==> config.mk <==
export PLATFORM = sky130hd
export DESIGN_NAME = fbs_ctrl
export DESIGN_NICKNAME = d
export VERILOG_FILES = /design/src/hdl/fbs_pkg.sv /design/src/hdl/fbs_ctrl.sv
export SDC_FILE = /design/constraint.sdc
export NUM_CORES = 1
export LEC_CHECK = 0
export ABC_AREA = 1
export BUFFER_PORTS_ARGS = -buffer_cell sky130_fd_sc_hd__buf_2
export CORE_MARGIN = 2
export CORE_UTILIZATION = 45
export DETAILED_ROUTE_END_ITERATION = 12
export GPL_ROUTABILITY_DRIVEN = 0
export MAX_ROUTING_LAYER = met4
export PLACE_DENSITY = 0.77
export SLEW_MARGIN = 20
export SYNTH_ARGS = -nofsm -noshare
export SYNTH_HDL_FRONTEND = slang
export SYNTH_SLANG_ARGS = --single-unit
export TNS_END_PERCENT = 10
==> constraint.sdc <==
create_clock -name clock -period 1.3 [get_ports clock]
set_input_delay 0.065 -clock clock [delete_from_list [all_inputs] [get_ports clock]]
set_output_delay 0.065 -clock clock [all_outputs]
set_load 0.01 [all_outputs]
==> src/hdl/fbs_pkg.sv <==
package fbs_pkg;

   localparam int INDEX_DEPTH       = 4096;
   localparam int SONG_COUNT        = 1024;
   localparam int FRAME_STORE_DEPTH = 65536;
   localparam int QUERY_WORDS       = 256;

   localparam int IDX_AW  = $clog2(INDEX_DEPTH);
   localparam int SONG_AW = $clog2(SONG_COUNT);
   localparam int FS_AW   = $clog2(FRAME_STORE_DEPTH);
   localparam int QB_AW   = (QUERY_WORDS > 1) ? $clog2(QUERY_WORDS) : 1;
   localparam int QC_W    = $clog2(QUERY_WORDS + 1);
   localparam int CNT_W   = 13;
   localparam int DIFF_W  = 14;
   localparam int CSR_IW  = 2;
   localparam int CSR_DW  = 14;

   localparam logic [DIFF_W-1:0] DIFF_SAT = '1;

   typedef enum logic [1:0] {
      ACT_INDEX = 2'd0,
      ACT_SONG  = 2'd1,
      ACT_FRAME = 2'd2,
      ACT_QUERY = 2'd3
   } action_type;

   localparam logic [CSR_IW-1:0] CSR_INDEX_COUNT = 2'd0;
   localparam logic [CSR_IW-1:0] CSR_MAX_DIFF    = 2'd1;
   localparam logic [CSR_IW-1:0] CSR_FLIP_RADIUS = 2'd2;

   typedef enum logic [4:0] {
      OP_IDLE,
      OP_CLEAR,
      OP_LOAD,
      OP_KEY_RD,
      OP_KEY_CHK,
      OP_BS_RD,
      OP_BS_CMP,
      OP_BK_RD,
      OP_BK_CMP,
      OP_ENT_RD,
      OP_ENT_CHK,
      OP_ALN_CHK,
      OP_SUM_RD,
      OP_SUM_ADD,
      OP_DEC,
      OP_ADVANCE,
      OP_FINISH
   } op_type;

   typedef struct packed {
      logic clr_last;
      logic key_zero;
      logic bs_empty;
      logic key_lt;
      logic key_gt;
      logic key_eq;
      logic ptr_zero;
      logic ptr_end;
      logic frame_bad;
      logic len_bad;
      logic sum_last;
      logic sum_ok;
      logic keys_done;
   } status_type;

endpackage

==> src/hdl/fbs_ctrl.sv <==
module fbs_ctrl (
   input  logic                clock,
   input  logic                reset,
   input  logic                req_valid,
   input  logic [1:0]          req_action,
   input  logic                req_last_query,
   output logic                req_ready,
   input  logic                rsp_ready,
   output logic                rsp_valid,
   input  fbs_pkg::status_type st,
   output fbs_pkg::op_type     op
);

   typedef enum logic [4:0] {
      ST_CLEAR, ST_IDLE, ST_KEY_RD, ST_KEY_CHK, ST_BS_RD, ST_BS_CMP, ST_BK_RD,
      ST_BK_CMP, ST_ENT_RD, ST_ENT_CHK, ST_ALN_CHK, ST_SUM_RD, ST_SUM_ADD,
      ST_DEC, ST_ADVANCE, ST_FINISH
   } state_type;

   state_type state_ff, state_in;
   logic      rsp_valid_ff, rsp_valid_in;
   logic      is_last;

   assign is_last = (req_action == fbs_pkg::ACT_QUERY) && req_last_query;

   always_comb begin
      state_in     = state_ff;
      rsp_valid_in = rsp_valid_ff;
      req_ready    = 1'b0;
      op           = fbs_pkg::OP_IDLE;
      case (state_ff)
         ST_CLEAR: begin
            op = fbs_pkg::OP_CLEAR;
            if (st.clr_last) state_in = ST_IDLE;
         end
         ST_IDLE: begin
            // A search may start only when the result register is free.
            req_ready = !rsp_valid_ff || !is_last;
            if (rsp_valid_ff && rsp_ready) rsp_valid_in = 1'b0;
            if (req_valid && req_ready) begin
               op = fbs_pkg::OP_LOAD;
               if (is_last) state_in = ST_KEY_RD;
            end
         end
         ST_KEY_RD: begin
            op       = fbs_pkg::OP_KEY_RD;
            state_in = ST_KEY_CHK;
         end
         ST_KEY_CHK: begin
            op       = fbs_pkg::OP_KEY_CHK;
            state_in = st.key_zero ? ST_ADVANCE : ST_BS_RD;
         end
         ST_BS_RD: begin
            op       = fbs_pkg::OP_BS_RD;
            state_in = st.bs_empty ? ST_ADVANCE : ST_BS_CMP;
         end
         ST_BS_CMP: begin
            op       = fbs_pkg::OP_BS_CMP;
            state_in = (st.key_lt || st.key_gt) ? ST_BS_RD : ST_BK_RD;
         end
         ST_BK_RD: begin
            op       = fbs_pkg::OP_BK_RD;
            state_in = st.ptr_zero ? ST_ENT_RD : ST_BK_CMP;
         end
         ST_BK_CMP: begin
            op       = fbs_pkg::OP_BK_CMP;
            state_in = st.key_eq ? ST_BK_RD : ST_ENT_RD;
         end
         ST_ENT_RD: begin
            op       = fbs_pkg::OP_ENT_RD;
            state_in = st.ptr_end ? ST_ADVANCE : ST_ENT_CHK;
         end
         ST_ENT_CHK: begin
            op = fbs_pkg::OP_ENT_CHK;
            if (!st.key_eq) state_in = ST_ADVANCE;
            else if (st.frame_bad) state_in = ST_ENT_RD;
            else state_in = ST_ALN_CHK;
         end
         ST_ALN_CHK: begin
            op       = fbs_pkg::OP_ALN_CHK;
            state_in = st.len_bad ? ST_ENT_RD : ST_SUM_RD;
         end
         ST_SUM_RD: begin
            op       = fbs_pkg::OP_SUM_RD;
            state_in = ST_SUM_ADD;
         end
         ST_SUM_ADD: begin
            op       = fbs_pkg::OP_SUM_ADD;
            state_in = st.sum_last ? ST_DEC : ST_SUM_RD;
         end
         ST_DEC: begin
            op       = fbs_pkg::OP_DEC;
            state_in = st.sum_ok ? ST_FINISH : ST_ENT_RD;
         end
         ST_ADVANCE: begin
            op       = fbs_pkg::OP_ADVANCE;
            state_in = st.keys_done ? ST_FINISH : ST_KEY_RD;
         end
         ST_FINISH: begin
            op           = fbs_pkg::OP_FINISH;
            rsp_valid_in = 1'b1;
            state_in     = ST_IDLE;
         end
         default: begin
            state_in = ST_IDLE;
         end
      endcase
   end

   always_ff @(posedge clock) begin
      if (reset) begin
         state_ff     <= ST_CLEAR;
         rsp_valid_ff <= 1'b0;
      end else begin
         state_ff     <= state_in;
         rsp_valid_ff <= rsp_valid_in;
      end
   end

   assign rsp_valid = rsp_valid_ff;

   a_ready_idle: assert property (@(posedge clock) disable iff (reset)
      req_ready |-> (state_ff == ST_IDLE))
      else $error("input accepted outside idle");

   a_rsp_from_finish: assert property (@(posedge clock) disable iff (reset)
      $rose(rsp_valid_ff) |-> $past(state_ff == ST_FINISH))
      else $error("result raised without a finished search");

   a_finish_free: assert property (@(posedge clock) disable iff (reset)
      (state_ff == ST_FINISH) |-> !rsp_valid_ff)
      else $error("search finished over a pending result");

   a_search_start: assert property (@(posedge clock) disable iff (reset)
      (state_ff == ST_IDLE && req_valid && req_ready && is_last) |=>
      (state_ff == ST_KEY_RD))
      else $error("last query word did not start a search");

endmodule

======== Word-level counts from Yosys, hierarchy flattened ========
Index checks and enable logic that the tools add are counted.
storage, ports and cells
  bits in registers ....................... 6
  output and inout bits ................... 7
  logic and storage cells ................. 54
cells by class
  equality and inequality tests ........... 20
  multiplexer cells ....................... 21
  reduce and logical (&&, ||, !) cells .... 11
operator list
  kind                  number
  $pmux W5 S16          1
  $pmux W5 S15          1
  $eq A5 B4 Y1 const B  8
  $eq A5 B3 Y1 const B  4
  $mux W4               5
  $mux W5               3
  $mux W3               4
  $eq A5 B2 Y1 const B  2
  $mux W2               4
  $ne A2 B2 Y1 const B  4
  $eq A5 B1 Y1 const B  1
  $logic_not A5 Y1      1
  $logic_and A1 B1 Y1   3
  $reduce_and A3 Y1     1
  $eq A2 B2 Y1 const B  1
  $logic_not A1 Y1      2
  $logic_or A1 B1 Y1    2
  $mux W1               2
  $pmux W1 S2           1
  $reduce_and A2 Y1     1
  $reduce_bool A2 Y1    1

======== Depth between registers and ports, before layout ========
  depth after elaboration ................. 7
  depth in mapped cells ................... 9

======== Worst setup path before layout ========
No wires, ideal clock.
  path type ............................... register to register
  start point ............................. register state_ff[1]
  end point ............................... register state_ff[0]
  setup time .............................. 0.109 ns
  arrival time ............................ 1.036 ns
  data required time ...................... 1.191 ns
  path slack .............................. 0.155 ns
  stages on the path, launching flop included .. 8
  period minus slack after synthesis ...... 1.145 ns
  path through ............................ dfxtp_1 nor2_2 nand2_2 nor2_1 or2_1 inv_1 nand2_1 inv_1
between the ends
  longest elaborated chain between the ends .. 3
  elaborated cells between the ends (all ways) .. 20
  those cells by class .................... 17 x eq/ne; 1 x mux; 2 x reduce/logical
RTL lines
  item                                              line             RTL
  from (decl)                                       fbs_ctrl.sv:20   state_type state_ff, state_in;
  from (signal assigned)                            fbs_ctrl.sv:115  state_ff <= state_in;
  $eq A5 B1 Y1 or $logic_not A5 Y1 (tied branches)  fbs_ctrl.sv:31   case (state_ff)
  $ne A2 B2 Y1 (no line)                            n/a
  $reduce_and A3 Y1 (no line)                       n/a
Parallel ways exist; a longest one is shown, timed or not.
A chain may end at the register's enable or synchronous reset.

======== Worst setup path after layout ========
  start point ............................. register state_ff[1]
  end point ............................... output port op[1]
between the ends
  longest elaborated chain between the ends .. 2
  elaborated cells between the ends (all ways) .. 17
  those cells by class .................... 15 x eq/ne; 1 x mux; 1 x reduce/logical
RTL lines
  item                                  line            RTL
  $eq A5 B4 Y1 (tied with other cells)  fbs_ctrl.sv:31
  $pmux W5 S16 *                        fbs_ctrl.sv:31
  to (decl)                             fbs_ctrl.sv:11  output fbs_pkg::op_type op
Every way passes the cells marked *; elsewhere a longest branch is shown, timed or not.

==> flow_summary.ini <==
[cts]
cts_root_buffer = clkbuf_4
clock_latency_ns = 0.25
path_clk_slew_ns = 0.05
cts_sinks = 5
cts_buffer_depth = 2
cts-htree-levels = 1
ctsHoldBuffers = 0
cts_tree = built
cts_buffers = 3

[setup_path]
setup.worst_path.end_class = output port
crit_fanout = 7
critPathKind = reg -> out
worst-endpoint-required_ns = 1.24
critPathLaunchType = flip-flop
arrival_ns = 1.28

[routing]
wl_per_cell_um = 11.7
drc = 0
via_per_inst = 5.24
dr.pass1.iters = 4
routed_wl_um = 1890
initialDrtViolationCount = 18
ant_nets = 0
vias = 844

[grt]
antenna_found_initial = 0
grt_pass1_wl_um = 2910
grt_usage = 0.273
grt.overflow.total = 0
grt_start_max_net_pins = 9
grt_pass1_vias = 756

[power]
pwr-share-clk = 0.114
intPower_uw = 837
combPwrFrac = 0.700
power_density_nw_per_um2 = 1800
p_seq_frac = 0.186
ir_worst_vdd_uv = 1020
switching_share = 0.481
switchingPower_uw = 776
p_leak_nw = 0.474

[synthesis]
netlist_top_cells_area = nand2_1 (18%), dfxtp_1 (17%), nand3_1 (13%)
async_flop_share = 0
syn_avg_cell_area_sq_um = 5.56
synth_area_sq_um = 589
synth_ff_type = dfxtp_1
ys_ff_latch = 5
synth_top_area_cell = nand2_1
synth.most_common_cell = nand2_1
ys_types = 22
ys_seq_area_frac = 0.170
yosys-top-cells-count = nand2_1 (28), nand3_1 (15), nor2_1 (15), inv_1 (9), dfxtp_1 (5)
synth_edf_count = 0
synthesis.nets = 126
synthCells = 106
synth_top_area_frac = 0.178
ys_warn_count = 0

[layout]
nets = 167
n_antenna_cell = 0
synthToLayoutAreaGrowth_pct = 51.8
layoutNonFillerInstCount = 161
nFillCells = 111
design_area_sq_um = 895
drive_above_1_share = 0.466

[floorplanning]
die_area_sq_um = 1620
pin_count = 27
row_count = 13
core_area_sq_um = 1270
die_width_um = 40.2
start_util = 0.464
die_y_um = 40.2

[placed_design]
hpwl_um = 1370
io_buffers = 26
place_area_sq_um = 768
dp.cells = 151

[sta]
post-route-period-util = 1.03
worstMarginPinSlew_ns = 0.294
final_hold_viol_count = 0
fin_hold_ws_ns = 0.0244
relSlewSlack = 0.803
period_needed_ns = 1.34
rsz0062_at_grt = yes
drv_slew = 0
skew_ns = 0.00871
final-setup-viol-count = 3
setup_ws_ns = -0.0432
timing.fmax_mhz = 745

[hold_path]
hp-class = in -> reg

[outcome]
violations = negative setup slack
status = finished, violations left

[job]
drv_cap = 0
[critical path, stage by stage, from the launching register on]
cell,delay (ns)
dfxtp_2,0.39
nor2_4,0.16
nand2_2,0.07
inv_2,0.06
nand3b_1,0.09
o211ai_1,0.10
buf_2,0.16
[logic make-up (layout without fill, tap and decap cells)]
group | count (synthesis) | count (layout) | share of synthesized area
buf+inv | 15 | 55 | 0.102
simple gates | 75 | 75 | 0.616
flops | 5 | 5 | 0.170
compound gates | 11 | 11 | 0.113
[stage by stage]
step / setup TNS (ns) / utilization / worst slack [ns] / power, mW
detailed placement: 0 / 0.606 / 0.0179 / 1.14
global route: -0.449 / 0.705 / -0.0992 / 1.73
CTS: -0.00780 / 0.670 / -0.00780 / 1.49
finish: -0.0472 / 0.705 / -0.0432 / 1.61
global placement: 0 / 0.606 / 0.0296 / 1.12
floorplan: 0 / - / 0.155 / 0.875
[state kept, by name, summed over array words and instances (netlist names)]
name and count:
state_ff 4, rsp_valid 1
[cells in the final DEF, fill, tap and decap left out]
master	netlist	final
o21ai_0	1	1
a21oi_2	1	1
buf_2	0	26
inv_4	1	1
nor2_2	3	1
nor2_4	3	5
buf_12	0	1
inv_2	4	4
buf_6	0	2
o21ai_1	2	2
dfxtp_1	5	1
nand2_1	28	24
nor3_1	3	2
or2_1	1	1
dfxtp_2	0	2
nand3_1	15	15
clkinv_2	1	1
nand2_2	4	8
o21ai_2	1	1
clkbuf_4	0	3
nand3b_1	1	1
buf_4	0	7
inv_1	9	9
nand3_2	2	2
dfxtp_4	0	2
o211ai_1	1	1
o22ai_1	1	1
a21oi_1	4	4
nor2_1	15	15
nor3_2	0	1
clkbuf_1	0	1
[layer usage]
metal,GRT usage,wire [um]
met1,0.288,738
met2,0.508,979
met3,0.0444,129
met4,0.0917,43
met5,-,0
[path summary, 6_finish.rpt]
| check | cells past startpoint | slack [ns] | from | to |
|---|---|---|---|---|
| max | 6 | -0.04 | state_ff[1] | op[1] |
| max reg2reg | 9 | 0 | state_ff[0] | state_ff[0] |
| min | 2 | 0.02 | reset | state_ff[1] |
| min reg2reg | 2 | 0.48 | rsp_valid | rsp_valid |
[repair_timing]
item,4_1_cts,5_1_grt
endpoints found under the setup margin,5,8
pin swaps,7,11
gates cloned,0,0
gates resized for setup,7,8
buffers inserted,5,1
[power by group through the flow]
stage          combinational, mW  clock (mW)  sequential [mW]
3_3_place_gp               0.844           0            0.279
2_1_floorplan              0.592           0            0.283
3_5_place_dp               0.861           0            0.282
6_report                    1.13       0.185            0.300
4_1_cts                     1.02       0.187            0.285
5_1_grt                     1.23       0.194            0.304
[final cells by class]
class                   count  area, sq um  area share
well taps                  15         18.8      0.0210
inverters                  15         60.1      0.0671
flip-flops and latches      5          110       0.123
repair buffers             36          225       0.252
multi-input cells          86          454       0.508
clock buffers               4         26.3      0.0294
No activity file was read; power rests on OpenSTA's default activity.
